<file path="src/design/xsr_pkg.sv">
// Shared constants and types of the bounded xorshift64* generator.
`default_nettype none
package xsr_pkg;

	localparam int unsigned DataW = 64;
	localparam int unsigned HalfW = 32;

	typedef logic [DataW-1:0] word_t;
	typedef logic [2:0]       opcode_t;

	localparam opcode_t OP_SEED       = 3'd0;
	localparam opcode_t OP_NEXT       = 3'd1;
	localparam opcode_t OP_ROLL       = 3'd2;
	localparam opcode_t OP_CHANCE     = 3'd3;
	localparam opcode_t OP_GET_STATE  = 3'd4;
	localparam opcode_t OP_LOAD_STATE = 3'd5;

	localparam word_t GOLDEN_SEED  = 64'h9E37_79B9_7F4A_7C15;
	localparam word_t STAR_MULT    = 64'h2545_F491_4F6C_DD1D;
	localparam word_t STATE_MASK62 = 64'h3FFF_FFFF_FFFF_FFFF;
	localparam word_t CHANCE_BOUND = 64'd100;
	localparam int unsigned SEED_WARMUP = 4;

	localparam int unsigned SHIFT_A = 12;
	localparam int unsigned SHIFT_B = 25;
	localparam int unsigned SHIFT_C = 27;

	function automatic word_t xorshift_step(input word_t s);
		word_t t;
		t = s ^ (s >> SHIFT_A);
		t = t ^ (t << SHIFT_B);
		t = t ^ (t >> SHIFT_C);
		return t;
	endfunction

endpackage
`default_nettype wire

</file>
<file path="src/design/xsr_if.sv">
// Request and response channel interfaces of the generator.
`default_nettype none
interface xsr_req_if import xsr_pkg::*; ();
	logic               valid;
	logic               ready;
	opcode_t            opcode;
	logic signed [63:0] operand_a;
	logic signed [63:0] operand_b;

	modport source (output valid, output opcode, output operand_a, output operand_b,
		input ready);
	modport sink (input valid, input opcode, input operand_a, input operand_b,
		output ready);
endinterface

interface xsr_rsp_if import xsr_pkg::*; ();
	logic               valid;
	logic               ready;
	logic signed [63:0] value;

	modport source (output valid, output value, input ready);
	modport sink (input valid, input value, output ready);
endinterface
`default_nettype wire

</file>
<file path="src/design/xsr_mul.sv">
// Multi-cycle low-half product of a word and the xorshift64* multiplier.
`default_nettype none
module xsr_mul import xsr_pkg::*; (
	input  wire   clk,
	input  wire   arst_n,
	input  wire   start,
	input  word_t opd,
	output logic  done,
	output word_t product
);

	word_t            x_q;
	word_t            acc_q;
	logic [1:0]       step_q;
	logic             busy_q;
	logic             done_q;
	logic [HalfW-1:0] mul_a;
	logic [HalfW-1:0] mul_b;
	word_t            pp;

	always_comb begin
		unique case (step_q)
			2'd0: begin
				mul_a = x_q[HalfW-1:0];
				mul_b = STAR_MULT[HalfW-1:0];
			end
			2'd1: begin
				mul_a = x_q[DataW-1:HalfW];
				mul_b = STAR_MULT[HalfW-1:0];
			end
			default: begin
				mul_a = x_q[HalfW-1:0];
				mul_b = STAR_MULT[DataW-1:HalfW];
			end
		endcase
		pp = word_t'(mul_a) * word_t'(mul_b);
	end

	always_ff @(posedge clk or negedge arst_n) begin
		if (!arst_n) begin
			busy_q <= 1'b0;
			done_q <= 1'b0;
			step_q <= 2'd0;
		end else begin
			done_q <= 1'b0;
			if (start) begin
				busy_q <= 1'b1;
				step_q <= 2'd0;
			end else if (busy_q) begin
				if (step_q == 2'd2) begin
					busy_q <= 1'b0;
					done_q <= 1'b1;
				end
				step_q <= step_q + 2'd1;
			end
		end
	end

	always_ff @(posedge clk) begin
		if (start) begin
			x_q <= opd;
		end else if (busy_q) begin
			if (step_q == 2'd0) begin
				acc_q <= pp;
			end else begin
				acc_q <= acc_q + {pp[HalfW-1:0], {HalfW{1'b0}}};
			end
		end
	end

	assign done    = done_q;
	assign product = acc_q;

endmodule
`default_nettype wire

</file>
<file path="src/design/xsr_mod.sv">
// Radix-2 restoring remainder unit for a positive 63-bit divisor.
`default_nettype none
module xsr_mod import xsr_pkg::*; (
	input  wire             clk,
	input  wire             arst_n,
	input  wire             start,
	input  word_t           dividend,
	input  word_t           divisor,
	output logic            done,
	output word_t           rem
);

	word_t             dvd_q;
	logic [DataW-2:0]  dsr_q;
	logic [DataW-2:0]  rem_q;
	logic [5:0]        cnt_q;
	logic              busy_q;
	logic              done_q;
	word_t             rem_sh;
	logic [DataW:0]    diff;

	assign rem_sh = {rem_q, dvd_q[DataW-1]};
	assign diff   = {1'b0, rem_sh} - {2'b00, dsr_q};

	always_ff @(posedge clk or negedge arst_n) begin
		if (!arst_n) begin
			busy_q <= 1'b0;
			done_q <= 1'b0;
			cnt_q  <= '0;
		end else begin
			done_q <= 1'b0;
			if (start) begin
				busy_q <= 1'b1;
				cnt_q  <= '1;
			end else if (busy_q) begin
				if (cnt_q == '0) begin
					busy_q <= 1'b0;
					done_q <= 1'b1;
				end
				cnt_q <= cnt_q - 6'd1;
			end
		end
	end

	always_ff @(posedge clk) begin
		if (start) begin
			dvd_q <= dividend;
			dsr_q <= divisor[DataW-2:0];
			rem_q <= '0;
		end else if (busy_q) begin
			dvd_q <= {dvd_q[DataW-2:0], 1'b0};
			if (!diff[DataW]) begin
				rem_q <= diff[DataW-2:0];
			end else begin
				rem_q <= rem_sh[DataW-2:0];
			end
		end
	end

	assign done = done_q;
	assign rem  = {1'b0, rem_q};

endmodule
`default_nettype wire

</file>
<file path="src/design/xorshift64star_bounded_rng_core.sv">
// Top level of the bounded xorshift64* generator: sequencer, state and output register.
//
// Usage: one request on req (opcode, operand_a, operand_b) gives exactly one
// response on rsp (value); each moves when valid and ready are high at a clk edge.
// Requests are taken one at a time; req.ready is high only while the sequencer
// is idle. Paths from request accept to the response:
//   get_state, state load, unused opcodes, and next or roll that do not draw:
//   the result and output register stages only
//   seed: four state steps, one a cycle, then the result and output register stages
//   next, roll, chance that draw: one state step, the three-step 32x32 product
//   unit, the one-bit-a-cycle remainder unit, then the result and output register stages
// The remainder unit is the longest step of a drawing request. With no stall the next
// request is taken on the edge that takes the response.
// The response sits in an output register, so a new request is taken while a
// response waits; a finished result then holds in the sequencer until the
// receiver takes the waiting response.
// Reset (arst_n low, asynchronous) loads the golden seed into the state and
// empties the output register.
`default_nettype none
module xorshift64star_bounded_rng_core import xsr_pkg::*; (
	input  wire          clk,
	input  wire          arst_n,
	xsr_req_if.sink      req,
	xsr_rsp_if.source    rsp
);

	localparam logic [2:0] ST_IDLE = 3'd0;
	localparam logic [2:0] ST_ADV  = 3'd1;
	localparam logic [2:0] ST_MUL  = 3'd2;
	localparam logic [2:0] ST_MOD  = 3'd3;
	localparam logic [2:0] ST_RES  = 3'd4;

	logic [2:0] st_q;
	word_t      gen_state_q;
	opcode_t    op_q;
	word_t      a_q;
	word_t      div_q;
	word_t      res_q;
	logic [1:0] cnt_q;
	logic       out_valid_q;
	word_t      out_value_q;

	word_t      next_state;
	word_t      req_a;
	word_t      req_b;
	word_t      span;
	logic       accept;
	logic       mul_start;
	logic       mul_done;
	word_t      mul_prod;
	logic       mod_start;
	logic       mod_done;
	word_t      mod_rem;
	logic       out_free;

	assign req_a      = req.operand_a;
	assign req_b      = req.operand_b;
	assign span       = req_b - req_a + 64'd1;
	assign next_state = xorshift_step(gen_state_q);
	assign accept     = req.valid && req.ready;
	assign out_free   = !out_valid_q || rsp.ready;
	assign mul_start  = (st_q == ST_ADV) && (op_q != OP_SEED);
	assign mod_start  = (st_q == ST_MUL) && mul_done;

	xsr_mul u_mul (
		.clk     (clk),
		.arst_n  (arst_n),
		.start   (mul_start),
		.opd     (next_state),
		.done    (mul_done),
		.product (mul_prod)
	);

	xsr_mod u_mod (
		.clk      (clk),
		.arst_n   (arst_n),
		.start    (mod_start),
		.dividend (mul_prod),
		.divisor  (div_q),
		.done     (mod_done),
		.rem      (mod_rem)
	);

	always_ff @(posedge clk or negedge arst_n) begin
		if (!arst_n) begin
			st_q        <= ST_IDLE;
			gen_state_q <= GOLDEN_SEED;
			cnt_q       <= '0;
			out_valid_q <= 1'b0;
		end else begin
			if (st_q == ST_RES && out_free) begin
				out_valid_q <= 1'b1;
			end else if (out_valid_q && rsp.ready) begin
				out_valid_q <= 1'b0;
			end
			unique case (st_q)
				ST_IDLE: begin
					if (accept) begin
						unique case (req.opcode)
							OP_SEED: begin
								gen_state_q <= (req_a != '0) ? req_a : GOLDEN_SEED;
								cnt_q       <= 2'(SEED_WARMUP - 1);
								st_q        <= ST_ADV;
							end
							OP_NEXT: begin
								st_q <= (req_a == '0 || req_a[DataW-1]) ? ST_RES : ST_ADV;
							end
							OP_ROLL: begin
								if ($signed(req_b) <= $signed(req_a) || span == '0
									|| span[DataW-1]) begin
									st_q <= ST_RES;
								end else begin
									st_q <= ST_ADV;
								end
							end
							OP_CHANCE: begin
								st_q <= ST_ADV;
							end
							OP_LOAD_STATE: begin
								gen_state_q <= (req_a != '0) ? req_a : GOLDEN_SEED;
								st_q        <= ST_RES;
							end
							default: begin
								st_q <= ST_RES;
							end
						endcase
					end
				end
				ST_ADV: begin
					gen_state_q <= next_state;
					if (op_q == OP_SEED) begin
						cnt_q <= cnt_q - 2'd1;
						if (cnt_q == '0) begin
							st_q <= ST_RES;
						end
					end else begin
						st_q <= ST_MUL;
					end
				end
				ST_MUL: begin
					if (mul_done) begin
						st_q <= ST_MOD;
					end
				end
				ST_MOD: begin
					if (mod_done) begin
						st_q <= ST_RES;
					end
				end
				ST_RES: begin
					if (out_free) begin
						st_q <= ST_IDLE;
					end
				end
				default: begin
					st_q <= ST_IDLE;
				end
			endcase
		end
	end

	always_ff @(posedge clk) begin
		if (accept) begin
			op_q <= req.opcode;
			a_q  <= req_a;
			unique case (req.opcode)
				OP_NEXT: begin
					div_q <= req_a;
					res_q <= '0;
				end
				OP_ROLL: begin
					div_q <= span;
					res_q <= req_a;
				end
				OP_CHANCE: begin
					div_q <= CHANCE_BOUND;
					res_q <= '0;
				end
				OP_GET_STATE: begin
					div_q <= CHANCE_BOUND;
					res_q <= gen_state_q & STATE_MASK62;
				end
				default: begin
					div_q <= CHANCE_BOUND;
					res_q <= '0;
				end
			endcase
		end else if (st_q == ST_MOD && mod_done) begin
			unique case (op_q)
				OP_ROLL:   res_q <= a_q + mod_rem;
				OP_CHANCE: res_q <= ($signed(a_q) > $signed(mod_rem)) ? 64'd1 : 64'd0;
				default:   res_q <= mod_rem;
			endcase
		end
		if (st_q == ST_RES && out_free) begin
			out_value_q <= res_q;
		end
	end

	assign req.ready = (st_q == ST_IDLE);
	assign rsp.valid = out_valid_q;
	assign rsp.value = out_value_q;

endmodule
`default_nettype wire

</file>
<file path="src/flat_wrapper.sv">
// flat-port wrapper written by rule: the top's interface ports become plain ports
module xorshift64star_bounded_rng_core_flat import xsr_pkg::*;
  (clk, arst_n, req_valid, req_opcode, req_operand_a, req_operand_b, req_ready, rsp_valid, rsp_value, rsp_ready);
  xsr_req_if req_i ();
  xsr_rsp_if rsp_i ();
  input  wire clk;
  input  wire arst_n;
  input wire logic [$bits(req_i.valid)-1:0] req_valid;
  input wire logic [$bits(req_i.opcode)-1:0] req_opcode;
  input wire logic [$bits(req_i.operand_a)-1:0] req_operand_a;
  input wire logic [$bits(req_i.operand_b)-1:0] req_operand_b;
  output wire logic [$bits(req_i.ready)-1:0] req_ready;
  output wire logic [$bits(rsp_i.valid)-1:0] rsp_valid;
  output wire logic [$bits(rsp_i.value)-1:0] rsp_value;
  input wire logic [$bits(rsp_i.ready)-1:0] rsp_ready;
  assign req_i.valid = req_valid;
  assign req_i.opcode = req_opcode;
  assign req_i.operand_a = req_operand_a;
  assign req_i.operand_b = req_operand_b;
  assign req_ready = req_i.ready;
  assign rsp_valid = rsp_i.valid;
  assign rsp_value = rsp_i.value;
  assign rsp_i.ready = rsp_ready;
  xorshift64star_bounded_rng_core u_core (.clk(clk), .arst_n(arst_n), .req(req_i), .rsp(rsp_i));
endmodule
</file>
<file path="config.mk">
export PLATFORM = sky130hd
export DESIGN_NAME = xorshift64star_bounded_rng_core_flat
export DESIGN_NICKNAME = d
export VERILOG_FILES = /design/src/design/xsr_pkg.sv /design/src/design/xsr_if.sv /design/src/design/xsr_mul.sv /design/src/design/xsr_mod.sv /design/src/design/xorshift64star_bounded_rng_core.sv /design/src/flat_wrapper.sv
export SDC_FILE = /design/constraint.sdc
export NUM_CORES = 2
export LEC_CHECK = 0
export ABC_CLOCK_PERIOD_IN_PS = 29200
export CORE_MARGIN = 2
export CORE_UTILIZATION = 30
export DETAILED_ROUTE_END_ITERATION = 10
export DONT_BUFFER_PORTS = 1
export SLEW_MARGIN = 25
export SYNTH_ARGS = -nofsm -noshare
export SYNTH_HDL_FRONTEND = slang
export SYNTH_SLANG_ARGS = --single-unit
</file>
<file path="constraint.sdc">
create_clock -name clk -period 29.2 [get_ports clk]
set_clock_uncertainty 0.15 [all_clocks]
set_input_delay 1.46 -clock clk [delete_from_list [all_inputs] [get_ports clk]]
set_output_delay 1.46 -clock clk [all_outputs]
set_load 0.03 [all_outputs]
</file>
==> load_flow_metrics.sql <==
INSERT INTO impl_metrics (metric_group, metric, value, unit) VALUES
('yosys', 'syn_avg_cell_area', '9.76', 'µm²'),
('clock_network', 'clk_pin_slew', '0.06', 'ns'),
('global_routing', 'vias_in_the_first_global_route', '50900', ''),
('detailed_routing', 'drt-wirelength-per-cell', '22.7', 'µm'),
('clock_network', 'cts_tree', 'built', ''),
('setup_path', 'setup.worst_path.start_class', 'register', ''),
('cells_and_area', 'drive_above_1_share', '0.0456', ''),
('floorplan', 'overall_die_area', '0.225', 'mm²'),
('clock_network', 'cts-hold-fix-buffers', '0', ''),
('run', 'max-cap-violations', '0', ''),
('yosys', 'postSynthRegisterBits', '658', ''),
('clock_network', 'cts_post_setup_buffers_inserted', '0', ''),
('detailed_routing', 'wl', '223', 'mm'),
('timing', 'timing.final.crit_share', '0.377', ''),
('detailed_routing', 'vias_per_cell', '5.01', ''),
('yosys', 'seq_area_frac_synth', '0.283', ''),
('detailed_routing', 'drt_first_pass_iters', '6', ''),
('floorplan', 'core_box_area', '0.220', 'mm²'),
('detailed_routing', 'detail_route.drc_violations', '0', ''),
('floorplan', 'die_y', '474', 'µm'),
('yosys', 'syn-cell-area', '0.0664', 'mm²'),
('setup_path', 'worstPathRequired', '29.47', 'ns'),
('yosys', 'synth-edff-count', '513', ''),
('cells_and_area', 'layout.nets', '8300', ''),
('timing', 'timing.final.setup_violations', '0', ''),
('yosys', 'synth_top_cells_by_count', 'sky130_fd_sc_hd__inv_1 (1130), sky130_fd_sc_hd__ha_1 (754), sky130_fd_sc_hd__fa_1 (635)', ''),
('yosys', 'synth_async_sr_flop_share', '0.125', ''),
('detailed_routing', 'ant_nets', '0', ''),
('cells_and_area', 'layout-area-overhead-vs-synth', '9.39', '%'),
('status', 'status', 'completed', ''),
('yosys', 'synth-warning-count', '0', ''),
('clock_network', 'cts_made_buffers', '76', ''),
('yosys', 'largest_cells_by_area_after_synthesis', 'sky130_fd_sc_hd__edfxtp_1 (23%), sky130_fd_sc_hd__fa_1 (19%), sky130_fd_sc_hd__ha_1 (14%), sky130_fd_sc_hd__inv_1 (6.4%), sky130_fd_sc_hd__a21oi_1 (3.6%)', ''),
('clock_network', 'cts_root_buf', 'sky130_fd_sc_hd__clkbuf_16', ''),
('yosys', 'post_synth_inst_count', '6798', ''),
('placement', 'routabilityCongestion', '0.963', ''),
('setup_path', 'crit_type', 'register to register', ''),
('timing', 'setup-tns-final', '0', 'ns'),
('timing', 'maxClockFrequency', '90.9', 'MHz'),
('placement', 'io_buffer_count', '0', ''),
('timing', 'report.final.slew_viol_count', '0', ''),
('detailed_routing', 'drt_first_iter_violations', '3935', ''),
('worst_hold_path', 'hold_path_class', 'register to register', ''),
('timing', 'grt_setup_unrepaired', 'false', ''),
('floorplan', 'initial_utilization', '0.302', ''),
('setup_path', 'cpPeakStageDelay', '0.58', 'ns'),
('clock_network', 'cts_num_sinks', '658', ''),
('detailed_routing', 'dr_total_vias', '49100', ''),
('cells_and_area', 'fillCellCount', '22500', ''),
('yosys', 'netlist_cell_types', '102', ''),
('clock_network', 'clock_path_buffers', '3', ''),
('timing', 'relSlewSlack', '0.203', ''),
('global_routing', 'global_route_wire_length_before_repair', '329', 'mm'),
('setup_path', 'worst_ep_arrival_time', '11.28', 'ns'),
('yosys', 'post-synth-top-count-cell', 'sky130_fd_sc_hd__inv_1', ''),
('clock_network', 'cts_resized', '0', ''),
('timing', 'worstMarginPinSlew', '1.18', 'ns'),
('timing', 'fin_crit', '11.01', 'ns'),
('global_routing', 'antenna_found_initial', '8', ''),
('yosys', 'yosys.area.top_type', 'sky130_fd_sc_hd__edfxtp_1', ''),
('global_routing', 'grt-ovfl-total', '0', ''),
('floorplan', 'die_x', '474', 'µm'),
('placement', 'detail_placement_hpwl', '185', 'mm'),
('global_routing', 'grt_max_degree', '92', ''),
('setup_path', 'critical_path_peak_fanout', '34', ''),
('global_routing', 'groute.usage.overall', '0.196', ''),
('floorplan', 'core.rowCount', '172', ''),
('setup_path', 'worst_setup_path_end_kind', 'register', ''),
('clock_network', 'h-tree-depth', '3', ''),
('setup_path', 'cpMaxStageDelayCell', 'sky130_fd_sc_hd__mux2i_1', ''),
('clock_network', 'clock_latency_reported_for_the_late_side_of_the_worst_skew_pair', '0.73', 'ns'),
('yosys', 'yosys.area.top_type_share', '0.232', ''),
('setup_path', 'crit_family', 'adder cells', ''),
('yosys', 'ys_dominant_reg_cell', 'sky130_fd_sc_hd__edfxtp_1', ''),
('floorplan', 'top_level_i_o_count', '201', ''),
('setup_path', 'path_buf_inv', '8', ''),
('timing', 'finalHoldViolCount', '0', '');
-- final timing paths --
| check | from | end | slack (ns) | depth (start not counted) |
|---|---|---|---|---|
| min reg2reg | u_core.res_q[1] | u_core.rsp.value[1] | 0.26 | 0 |
| max in group asynchronous | arst_n | u_core.u_mod.busy_q | 28.27 | 0 |
| min in group asynchronous | arst_n | u_core.gen_state_q[61] | 0.32 | 0 |
| min | u_core.res_q[1] | u_core.rsp.value[1] | 0.26 | 0 |
| max | u_core.u_mul.step_q[1] | u_core.u_mul.product[63] | 18.19 | 38 |
| max reg2reg | u_core.u_mul.step_q[1] | u_core.u_mul.product[63] | 18.19 | 38 |
-- flip-flops by register name, summed over array words and instances, names as in the netlist, 2 cells and up --
register              flops
u_core.u_mod.rem_q       63
u_core.u_mod.dvd_q       64
u_core.u_mod.dsr_q       63
u_core.res_q             64
u_core.u_mod.cnt_q        6
u_core.rsp.value         64
u_core.u_mul.x_q         64
u_core.gen_state_q       64
u_core.cnt_q              2
u_core.u_mul.step_q       2
u_core.a_q               64
u_core.st_q               3
u_core.div_q             63
u_core.op_q               3
u_core.u_mul.product     64
-- cell families (layout without fill, tap and decap cells) --
family          count (synthesis)  in the layout  share of synthesized area
compound gates               1484           1484                      0.141
mux                            76             76                     0.0116
xor+xnor                      388            388                     0.0512
flops                         658            658                      0.283
other cells                     2             62                   0.000113
simple gates                 1457           1457                      0.104
fa+ha+maj                    1389           1389                      0.334
buf+inv                      1344           1329                     0.0762
-- cells in the final DEF (no fill, tap or decap), types with 127 or more instances in the layout --
cell                          n
sky130_fd_sc_hd__inv_1     1128
sky130_fd_sc_hd__fa_1       635
sky130_fd_sc_hd__a21oi_1    471
sky130_fd_sc_hd__edfxtp_1   513
sky130_fd_sc_hd__o21ai_0    363
sky130_fd_sc_hd__ha_1       752
sky130_fd_sc_hd__nand2_1    507
sky130_fd_sc_hd__nor2_1     356
sky130_fd_sc_hd__xor2_1     127
sky130_fd_sc_hd__xnor2_1    261
-- per-layer routing --
metal / GRT usage / routed length [µm] / vias up / part of all wire
met5: 0 / 0 / - / 0
met4: 0.0746 / 9410 / 0 / 0.042
met3: 0.0288 / 11900 / 346 / 0.053
met2: 0.331 / 106000 / 1415 / 0.48
met1: 0.253 / 95600 / 24300 / 0.43
li1: - / - / 23000 / -
-- metrics by stage --
stage / utilization / cell area (µm²) / setup WS (ns) / instances / hold WS [ns]
floorplan: - / 66600 / 19.33 / 6853 / 0.250
global placement: 0.319 / 70000 / 18.27 / 9656 / 0.251
detailed placement: 0.319 / 70000 / 18.27 / 9656 / 0.255
CTS: 0.330 / 72600 / 18.25 / 9796 / 0.249
global route: 0.330 / 72600 / 17.71 / 9796 / 0.273
finish: 0.330 / 72600 / 18.19 / 9801 / 0.257
-- cell type report --
cell class / count / area, µm² / area share
Clock buffer: 88 / 2000 / 0.0275
Antenna cell: 5 / 12.5 / 0.000172
Clock inverter: 52 / 559 / 0.00770
Tap cell: 2958 / 3700 / 0.0510
Timing Repair Buffer: 58 / 435 / 0.00600
Multi-Input combinational cell: 4851 / 42900 / 0.591
Inverter: 1131 / 4250 / 0.0585
Sequential cell: 658 / 18800 / 0.259
Power is left out: the tool's default activity adds up to more than one toggle a clock period on the data nets, which glitch-free logic cannot reach.
